$ cat src/hw/rtl/bfei_pkg.sv
`timescale 1ns / 1ps
`default_nettype none

package bfei_pkg;

  localparam int OFFSET_W   = 11;
  localparam int COUNT_W    = 8;
  localparam int VALUE_W    = 64;
  localparam int POS_W      = 12;
  localparam int BYTE_IDX_W = POS_W - 3;

  localparam logic CMD_READ  = 1'b0;
  localparam logic CMD_WRITE = 1'b1;

  typedef enum logic [1:0] {
    ST_IDLE,
    ST_RUN,
    ST_DRAIN,
    ST_FIN
  } state_t;

  // one byte of the field on its way from the store read port to the datapath
  typedef struct packed {
    logic                  step;
    logic                  wr;
    logic [BYTE_IDX_W-1:0] byte_idx;
    logic [2:0]            lo;
    logic [2:0]            hi;
  } stage_t;

  // field bits lo..hi of a byte, counted msb first
  function automatic logic [7:0] span_mask(input logic [2:0] lo, input logic [2:0] hi);
    span_mask = (8'hff >> lo) & (8'hff << (3'd7 - hi));
  endfunction

  function automatic logic [3:0] span_len(input logic [2:0] lo, input logic [2:0] hi);
    span_len = {1'b0, hi} - {1'b0, lo} + 4'd1;
  endfunction

endpackage

`default_nettype wire

$ cat src/hw/rtl/bfei_req_if.sv
`timescale 1ns / 1ps
`default_nettype none

interface bfei_req_if import bfei_pkg::*; ();
  logic                valid;
  logic                ready;
  logic                cmd;
  logic [OFFSET_W-1:0] bit_offset;
  logic [COUNT_W-1:0]  bit_count;
  logic [VALUE_W-1:0]  write_value;

  modport source (output valid, cmd, bit_offset, bit_count, write_value, input ready);
  modport sink   (input valid, cmd, bit_offset, bit_count, write_value, output ready);
endinterface

`default_nettype wire

$ cat src/hw/rtl/bfei_rsp_if.sv
`timescale 1ns / 1ps
`default_nettype none

interface bfei_rsp_if import bfei_pkg::*; ();
  logic               valid;
  logic               ready;
  logic [VALUE_W-1:0] read_value;
  logic               length_clamped;
  logic               out_of_range;

  modport source (output valid, read_value, length_clamped, out_of_range, input ready);
  modport sink   (input valid, read_value, length_clamped, out_of_range, output ready);
endinterface

`default_nettype wire

$ cat src/hw/rtl/bfei_ram.sv
`timescale 1ns / 1ps
`default_nettype none

module bfei_ram #(
  parameter int WIDTH = 8,
  parameter int DEPTH = 256
) (
  input  wire logic                     clk,
  input  wire logic                     we,
  input  wire logic [$clog2(DEPTH)-1:0] waddr,
  input  wire logic [WIDTH-1:0]         wdata,
  input  wire logic [$clog2(DEPTH)-1:0] raddr,
  output logic      [WIDTH-1:0]         rdata
);

  logic [WIDTH-1:0] mem [DEPTH];

  always_ff @(posedge clk) begin
    if (we) begin
      mem[waddr] <= wdata;
    end
    rdata <= mem[raddr];
  end

endmodule

`default_nettype wire

$ cat src/hw/rtl/bfei_ctrl.sv
`timescale 1ns / 1ps
`default_nettype none

module bfei_ctrl import bfei_pkg::*; #(
  parameter int STORE_BYTES    = 256,
  parameter int MAX_FIELD_BITS = 64
) (
  input  wire logic                  clk,
  input  wire logic                  rst,
  input  wire logic                  in_valid,
  output logic                       in_ready,
  input  wire logic                  in_cmd,
  input  wire logic [OFFSET_W-1:0]   in_offset,
  input  wire logic [COUNT_W-1:0]    in_count,
  input  wire logic                  out_free,
  output logic                       fin,
  output logic                       clamped,
  output logic                       oor,
  output logic [BYTE_IDX_W-1:0]      rd_idx,
  output stage_t                     stage
);

  localparam int          CW         = $clog2(MAX_FIELD_BITS + 1);
  localparam logic [31:0] STORE_BITS = 32'(STORE_BYTES * 8);

  state_t                state, state_next;
  logic                  wr;
  logic [OFFSET_W-1:0]   first_pos;
  logic [POS_W-1:0]      last_pos;
  logic [BYTE_IDX_W-1:0] cur;

  logic                  accept;
  logic                  issue;
  logic                  count_big;
  logic [CW-1:0]         count_sat;
  logic [POS_W-1:0]      end_pos;
  logic [POS_W-1:0]      last_pos_c;
  logic                  zero_len;
  logic                  range_bad;
  logic [BYTE_IDX_W-1:0] first_byte;
  logic [BYTE_IDX_W-1:0] last_byte;
  logic [BYTE_IDX_W-1:0] stop_byte;
  logic [2:0]            lo_c;
  logic [2:0]            hi_c;

  // request decode at accept
  always_comb begin
    count_big  = in_count > COUNT_W'(MAX_FIELD_BITS);
    count_sat  = count_big ? CW'(MAX_FIELD_BITS) : in_count[CW-1:0];
    end_pos    = POS_W'(in_offset) + POS_W'(count_sat);
    last_pos_c = end_pos - POS_W'(1);
    zero_len   = count_sat == '0;
    range_bad  = 32'(end_pos) > STORE_BITS;
  end

  // byte walk: reads go front to back, writes back to front
  always_comb begin
    first_byte = {1'b0, first_pos[OFFSET_W-1:3]};
    last_byte  = last_pos[POS_W-1:3];
    stop_byte  = wr ? first_byte : last_byte;
    lo_c       = (cur == first_byte) ? first_pos[2:0] : 3'd0;
    hi_c       = (cur == last_byte) ? last_pos[2:0] : 3'd7;
  end

  always_comb begin
    state_next = state;
    unique case (state)
      ST_IDLE: begin
        if (in_valid) begin
          state_next = (zero_len || range_bad) ? ST_FIN : ST_RUN;
        end
      end
      ST_RUN: begin
        if (cur == stop_byte) begin
          state_next = ST_DRAIN;
        end
      end
      ST_DRAIN: state_next = ST_FIN;
      ST_FIN: begin
        if (out_free) begin
          state_next = ST_IDLE;
        end
      end
      default: state_next = ST_IDLE;
    endcase
  end

  always_comb begin
    in_ready = state == ST_IDLE;
    issue    = state == ST_RUN;
    fin      = (state == ST_FIN) && out_free;
    accept   = in_valid && in_ready;
    rd_idx   = cur;
  end

  always_ff @(posedge clk) begin
    if (rst) begin
      state      <= ST_IDLE;
      stage.step <= 1'b0;
    end else begin
      state      <= state_next;
      stage.step <= issue;
    end
    if (accept) begin
      wr        <= in_cmd == CMD_WRITE;
      first_pos <= in_offset;
      last_pos  <= last_pos_c;
      clamped   <= count_big;
      oor       <= range_bad && !zero_len;
      cur       <= (in_cmd == CMD_WRITE) ? last_pos_c[POS_W-1:3]
                                         : {1'b0, in_offset[OFFSET_W-1:3]};
    end else if (issue) begin
      cur <= wr ? cur - BYTE_IDX_W'(1) : cur + BYTE_IDX_W'(1);
    end
    stage.wr       <= wr;
    stage.byte_idx <= cur;
    stage.lo       <= lo_c;
    stage.hi       <= hi_c;
  end

endmodule

`default_nettype wire

$ cat src/hw/rtl/bfei_dp.sv
`timescale 1ns / 1ps
`default_nettype none

module bfei_dp import bfei_pkg::*; #(
  parameter int MAX_FIELD_BITS = 64
) (
  input  wire logic               clk,
  input  wire logic               load,
  input  wire logic [VALUE_W-1:0] write_value,
  input  wire stage_t             stage,
  input  wire logic [7:0]         rdata,
  output logic                    we,
  output logic [7:0]              wdata,
  output logic [VALUE_W-1:0]      read_value
);

  localparam int W = MAX_FIELD_BITS;

  logic [W-1:0] acc;
  logic [W-1:0] wsh;
  logic [W-1:0] acc_next;
  logic [W-1:0] wsh_next;
  logic [7:0]   mask;
  logic [3:0]   len;
  logic [2:0]   sh;
  logic [7:0]   bits;

  always_comb begin
    mask     = span_mask(stage.lo, stage.hi);
    len      = span_len(stage.lo, stage.hi);
    sh       = 3'd7 - stage.hi;
    bits     = (rdata & mask) >> sh;
    wdata    = (rdata & ~mask) | ((wsh[7:0] << sh) & mask);
    acc_next = (acc << len) | W'(bits);
    wsh_next = wsh >> len;
    we       = stage.step && stage.wr;
    read_value = VALUE_W'(acc);
  end

  // read bits shift in at the bottom, write bits leave from the bottom
  always_ff @(posedge clk) begin
    if (load) begin
      acc <= '0;
      wsh <= write_value[W-1:0];
    end else if (stage.step) begin
      if (stage.wr) begin
        wsh <= wsh_next;
      end else begin
        acc <= acc_next;
      end
    end
  end

endmodule

`default_nettype wire

$ cat src/hw/rtl/bit_field_extract_insert.sv
`timescale 1ns / 1ps
`default_nettype none

// channel  modport  beat
// req      sink     cmd, bit_offset, bit_count, write_value
// rsp      source   read_value, length_clamped, out_of_range
//
// a field touching n store bytes (1 to 9) is walked in RUN, passes DRAIN, then waits in FIN for the output
// a zero-length or out-of-range request goes from IDLE straight to FIN and touches no store byte
// the block returns to IDLE as its result is registered; it takes no request while one is in flight
// the store port reads one byte per cycle, writes merge one byte per cycle behind it
// the store is not cleared by reset
// a result waits in the output register while the next request is accepted

module bit_field_extract_insert import bfei_pkg::*; #(
  parameter int STORE_BYTES    = 256,
  parameter int MAX_FIELD_BITS = 64
) (
  input wire logic   clk,
  input wire logic   rst,
  bfei_req_if.sink   req,
  bfei_rsp_if.source rsp
);

  localparam int AW = $clog2(STORE_BYTES);

  stage_t                stage;
  logic                  in_ready;
  logic                  out_free;
  logic                  fin;
  logic                  clamped;
  logic                  oor;
  logic [BYTE_IDX_W-1:0] rd_idx;
  logic                  ram_we;
  logic [7:0]            ram_wdata;
  logic [7:0]            ram_rdata;
  logic [VALUE_W-1:0]    acc_value;

  logic                  out_valid;
  logic [VALUE_W-1:0]    out_value;
  logic                  out_clamped;
  logic                  out_oor;

  assign out_free  = !out_valid || rsp.ready;
  assign req.ready = in_ready;

  bfei_ctrl #(
    .STORE_BYTES    (STORE_BYTES),
    .MAX_FIELD_BITS (MAX_FIELD_BITS)
  ) u_ctrl (
    .clk       (clk),
    .rst       (rst),
    .in_valid  (req.valid),
    .in_ready  (in_ready),
    .in_cmd    (req.cmd),
    .in_offset (req.bit_offset),
    .in_count  (req.bit_count),
    .out_free  (out_free),
    .fin       (fin),
    .clamped   (clamped),
    .oor       (oor),
    .rd_idx    (rd_idx),
    .stage     (stage)
  );

  bfei_dp #(
    .MAX_FIELD_BITS (MAX_FIELD_BITS)
  ) u_dp (
    .clk         (clk),
    .load        (req.valid && in_ready),
    .write_value (req.write_value),
    .stage       (stage),
    .rdata       (ram_rdata),
    .we          (ram_we),
    .wdata       (ram_wdata),
    .read_value  (acc_value)
  );

  bfei_ram #(
    .WIDTH (8),
    .DEPTH (STORE_BYTES)
  ) u_store (
    .clk   (clk),
    .we    (ram_we),
    .waddr (AW'(stage.byte_idx)),
    .wdata (ram_wdata),
    .raddr (AW'(rd_idx)),
    .rdata (ram_rdata)
  );

  always_ff @(posedge clk) begin
    if (rst) begin
      out_valid <= 1'b0;
    end else if (fin) begin
      out_valid <= 1'b1;
    end else if (rsp.ready) begin
      out_valid <= 1'b0;
    end
    if (fin) begin
      out_value   <= acc_value;
      out_clamped <= clamped;
      out_oor     <= oor;
    end
  end

  assign rsp.valid          = out_valid;
  assign rsp.read_value     = out_value;
  assign rsp.length_clamped = out_clamped;
  assign rsp.out_of_range   = out_oor;

  a_busy_after_accept: assert property (@(posedge clk) disable iff (rst)
    req.valid && req.ready |=> !req.ready)
    else $error("request accepted while a request is in flight");

  a_no_write_at_accept: assert property (@(posedge clk) disable iff (rst)
    req.valid && req.ready |-> !ram_we)
    else $error("store written while idle");

  a_write_span_ordered: assert property (@(posedge clk) disable iff (rst)
    ram_we |-> stage.lo <= stage.hi)
    else $error("store write with an empty bit span");

  a_oor_reads_zero: assert property (@(posedge clk) disable iff (rst)
    out_valid && out_oor |-> out_value == '0)
    else $error("out-of-range result carries data");

endmodule

`default_nettype wire

$ cat src/flat_wrapper.sv
// flat-port wrapper written by rule: the top's interface ports become plain ports
module bit_field_extract_insert_flat import bfei_pkg::*;
#(
  parameter int STORE_BYTES    = 256,
  parameter int MAX_FIELD_BITS = 64
)
  (clk, rst, req_valid, req_cmd, req_bit_offset, req_bit_count, req_write_value, req_ready, rsp_valid, rsp_read_value, rsp_length_clamped, rsp_out_of_range, rsp_ready);
  bfei_req_if req_i ();
  bfei_rsp_if rsp_i ();
  input wire logic clk;
  input wire logic rst;
  input wire logic [$bits(req_i.valid)-1:0] req_valid;
  input wire logic [$bits(req_i.cmd)-1:0] req_cmd;
  input wire logic [$bits(req_i.bit_offset)-1:0] req_bit_offset;
  input wire logic [$bits(req_i.bit_count)-1:0] req_bit_count;
  input wire logic [$bits(req_i.write_value)-1:0] req_write_value;
  output wire logic [$bits(req_i.ready)-1:0] req_ready;
  output wire logic [$bits(rsp_i.valid)-1:0] rsp_valid;
  output wire logic [$bits(rsp_i.read_value)-1:0] rsp_read_value;
  output wire logic [$bits(rsp_i.length_clamped)-1:0] rsp_length_clamped;
  output wire logic [$bits(rsp_i.out_of_range)-1:0] rsp_out_of_range;
  input wire logic [$bits(rsp_i.ready)-1:0] rsp_ready;
  assign req_i.valid = req_valid;
  assign req_i.cmd = req_cmd;
  assign req_i.bit_offset = req_bit_offset;
  assign req_i.bit_count = req_bit_count;
  assign req_i.write_value = req_write_value;
  assign req_ready = req_i.ready;
  assign rsp_valid = rsp_i.valid;
  assign rsp_read_value = rsp_i.read_value;
  assign rsp_length_clamped = rsp_i.length_clamped;
  assign rsp_out_of_range = rsp_i.out_of_range;
  assign rsp_i.ready = rsp_ready;
  bit_field_extract_insert #(.STORE_BYTES(STORE_BYTES), .MAX_FIELD_BITS(MAX_FIELD_BITS)) u_core (.clk(clk), .rst(rst), .req(req_i), .rsp(rsp_i));
endmodule
$ cat config.mk
export PLATFORM = sky130hd
export DESIGN_NAME = bit_field_extract_insert_flat
export DESIGN_NICKNAME = d
export VERILOG_FILES = /design/src/hw/rtl/bfei_pkg.sv /design/src/hw/rtl/bfei_req_if.sv /design/src/hw/rtl/bfei_rsp_if.sv /design/src/hw/rtl/bfei_ram.sv /design/src/hw/rtl/bfei_ctrl.sv /design/src/hw/rtl/bfei_dp.sv /design/src/hw/rtl/bit_field_extract_insert.sv /design/src/flat_wrapper.sv
export SDC_FILE = /design/constraint.sdc
export NUM_CORES = 2
export LEC_CHECK = 0
export BUFFER_PORTS_ARGS = -buffer_cell sky130_fd_sc_hd__buf_2
export CORE_AREA = 2 2 412 414
export DETAILED_ROUTE_END_ITERATION = 10
export DIE_AREA = 0 0 414 416
export HOLD_SLACK_MARGIN = 0.15
export PLACE_DENSITY = 0.74
export SLEW_MARGIN = 5
export SYNTH_ARGS = -nofsm -noshare
export SYNTH_HDL_FRONTEND = slang
export SYNTH_SLANG_ARGS = --single-unit
$ cat constraint.sdc
create_clock -name clk -period 14.43 [get_ports clk]
set_clock_uncertainty 0.1 [all_clocks]
set_input_delay 1.443 -clock clk [delete_from_list [all_inputs] [get_ports clk]]
set_output_delay 1.443 -clock clk [all_outputs]
set_load 0.005 [all_outputs]
==> impl_metrics.env <==
export IMPL_dieArea_um2=172000
export IMPL_reg2reg_depth=9
export IMPL_design_core_area_um2=168000
export IMPL_crit_fanout=128
export IMPL_routed_wl_mm=228
export IMPL_clk_latency_ns=0.85
export IMPL_setup_worst_path_start_class="register"
export IMPL_num_io_pins=156
export IMPL_layout_common_cells="2213 x edfxtp_1, 598 x mux4_2, 393 x nor2_1, 341 x nand2_1, 220 x a21oi_1"
export IMPL_grt_pass1_vias=50900
export IMPL_setup_tns_ns=0
export IMPL_cp_data_required_time_ns=15.01
export IMPL_viasPerCell=6.65
export IMPL_cts_sinks=2304
export IMPL_final_common_cell="edfxtp_1"
export IMPL_grt_max_degree=257
export IMPL_syn_nets=5363
export IMPL_hold_path_startpoint="u_core.u_ctrl.oor$_DFFE_PP_"
export IMPL_max_slew_margin_pct=10.4
export IMPL_hold_class="reg2reg"
export IMPL_antenna_found_initial=6
export IMPL_power_density_nw_per_um2=193
export IMPL_initial_core_util_pct=56.6
export IMPL_root_buffer="clkbuf_16"
export IMPL_drive_above_1_share_pct=21.9
export IMPL_synth_edf_count=2213
export IMPL_syn2layout_area_growth_pct=10.1
export IMPL_setup_viol_count_final=0
export IMPL_grt_pass1_wl_mm=338
export IMPL_fmax_mhz=161
export IMPL_synthArstFlopShare_pct=0
export IMPL_synthFlopType="edfxtp_1"
export IMPL_totalPowerFinal_w=0.0202
export IMPL_worst_slew_pin_slew_ns=1.34
export IMPL_synth_cell_types=67
export IMPL_postRouteAntennaNets=0
export IMPL_overflow=0
export IMPL_drt_pass1_iterations=8
export IMPL_cts_resized=0
export IMPL_crit_arrival_ns=6.80
export IMPL_rrSetupSlack_ns=8.20
export IMPL_vias=51500
export IMPL_tritoncts="built"
export IMPL_wl_per_cell_um=29.4
export IMPL_numCtsBuffers=216
export IMPL_fp_row_count=151
export IMPL_ctsHoldBuffers=0
export IMPL_drt_iter0_drc=6591
export IMPL_ys_seq_area_share_pct=71.7
export IMPL_grt_usage_pct=26.4
export IMPL_h_tree_depth=4
export IMPL_fin_crit_sh_pct=43.2
export IMPL_gp_congestion=0.888
export IMPL_finalCriticalPeriod_ns=6.23
export IMPL_irDropWorstVdd_mv=0.208
export IMPL_hpwl_mm=135
export IMPL_whs_path_depth=0
export IMPL_status="complete, no violations"
export IMPL_cellLeakagePower_nw=33.2
export IMPL_portBuffers=155
export IMPL_whs_ns=0.322
export IMPL_synth_cells=5248
export IMPL_die_h_um=416
export IMPL_place_inst=7343
export IMPL_syn_avg_cell_area_um2=18.1
export IMPL_clk_path_buf_depth=3
export IMPL_num_nets_final=5458
export IMPL_path_clk_slew_ns=0.06
export IMPL_worstSetupPathType="reg2reg"
export IMPL_min_to="u_core.rsp.out_of_range$_DFFE_PP_"
export IMPL_post_cts_buffers=0
export IMPL_max_cap_violations=0
export IMPL_syn_area_um2=95200
export IMPL_crit_path_end_kind="register"
export IMPL_dieWidth_um=414
export IMPL_yosysWarningCount=0
export IMPL_r2r_end="u_core.u_store.rdata[4]$_DFF_P_"
export IMPL_drc=0
export IMPL_drv_slew=0
export IMPL_reg2reg_from="u_core.u_ctrl.rd_idx[1]$_DFFE_PP_"
export IMPL_finalHoldViolations=0
export IMPL_fin_cells=7750
export IMPL_rsz0062_at_grt="false"
export IMPL_ys_ff_latch=2304
-- critical path, stage by stage, from the launching register on --
cell      delay [ns]
edfxtp_1        1.17
buf_4           0.74
buf_4           0.70
buf_12          0.53
mux4_2          0.41
a22oi_1         0.34
a31oi_1         0.26
and3_1          0.26
a211oi_1        0.98
nor3_1          0.18
-- cell families (layout without fill, tap and decap cells) --
kind of cell	Yosys count	after routing	synth area share (%)
compound gates	687	687	4.72
xor+xnor	45	45	0.414
fa+ha+maj	27	27	0.378
buf+inv	384	666	1.94
flops	2304	2304	71.7
mux	798	798	16.3
other cells	0	2	0
simple gates	1003	1003	4.56
-- report_power, final --
group	total (W)	internal [W]	leakage [nW]	switching [W]
sequential	0.00862	0.00838	20.7	0.000234
clock	0.00555	0.00309	3.37	0.00246
combinational	0.00606	0.00224	9.08	0.00381
-- worst max-delay path by stage --
stage	startpoint	end	slack, ns	depth (start not counted)
2_1_floorplan	u_core.u_ctrl.stage[0]$_SDFF_PP1_	u_core.u_store.mem[0][0]$_DFFE_PP_	0.85	5
3_3_place_gp	u_core.u_ctrl.rd_idx[1]$_DFFE_PP_	u_core.u_store.rdata[4]$_DFF_P_	8.38	10
3_5_place_dp	u_core.u_ctrl.rd_idx[1]$_DFFE_PP_	u_core.u_store.rdata[4]$_DFF_P_	8.33	10
4_1_cts	u_core.u_ctrl.rd_idx[1]$_DFFE_PP_	u_core.u_store.rdata[4]$_DFF_P_	8.31	10
5_1_grt	u_core.u_ctrl.rd_idx[1]$_DFFE_PP_	u_core.u_store.rdata[4]$_DFF_P_	8.08	10
6_report	u_core.u_ctrl.rd_idx[1]$_DFFE_PP_	u_core.u_store.rdata[4]$_DFF_P_	8.20	9
-- stage by stage --
| step | area [µm²] | worst slack [ns] | utilization [%] |
|---|---|---|---|
| detailed placement | 97900 | 8.33 | 58.2 |
| finish | 105000 | 8.20 | 62.3 |
| global route | 105000 | 8.08 | 62.3 |
| global placement | 97900 | 8.38 | 58.2 |
| CTS | 105000 | 8.31 | 62.3 |
| floorplan | 95200 | 0.851 | - |
-- synth_stat cells, drive strengths merged (5+ instances only) --
cell type	instances	share of area, %
nand4	13	0.085
nor2	394	1.6
and2	20	0.13
nor3b	5	0.039
a31oi	21	0.14
and3	43	0.28
o22ai	22	0.14
mux2	25	0.30
o21ai	112	0.59
clkbuf	191	0.75
ha	24	0.32
a21oi	222	1.2
xnor2	31	0.29
o221ai	33	0.30
nand3	64	0.34
a22o	22	0.20
dfxtp	91	1.9
inv	26	0.10
a211oi	66	0.52
nand2	343	1.4
mux4	598	14
xor2	14	0.13
a22oi	83	0.65
mux2i	175	1.8
a311o	30	0.32
nand3b	6	0.047
nand2b	12	0.079
nor3	41	0.22
or2	6	0.039
a221oi	19	0.17
edfxtp	2213	70
a31o	6	0.055
buf	165	1.1
or3	6	0.039
nor2b	35	0.23
o211ai	21	0.17
nor4	9	0.066
-- cell type report --
class	instances	area, µm²
Clock inverter	129	1150
Tap cell	2218	2780
Antenna cell	2	5.00
Multi-Input combinational cell	2560	25300
Fill cell	11400	63300
Timing Repair Buffer	233	1450
Sequential cell	2304	68300
Inverter	28	109
Clock buffer	276	5740
-- layer usage --
layer | GRT usage [%] | vias to the layer above | share of wire (%)
met5 | 0 | - | 0.012
li1 | - | 21500 | -
met1 | 37.0 | 26800 | 39
met3 | 5.46 | 432 | 9.6
met4 | 8.57 | 4 | 3.1
met2 | 42.2 | 2822 | 48
-- flip-flops by register name, summed over array words and instances (netlist names), 2 cells and up --
signal	cells
u_core.u_ctrl.first_pos	11
u_core.u_store.rdata	8
u_core.rsp.read_value	64
u_core.u_ctrl.stage	16
u_core.u_dp.wsh	64
u_core.u_ctrl.state	2
u_core.u_dp.read_value	64
u_core.u_store.mem	2048
u_core.u_ctrl.rd_idx	9
u_core.u_ctrl.last_pos	12
(Power assumes the default switching activity.)
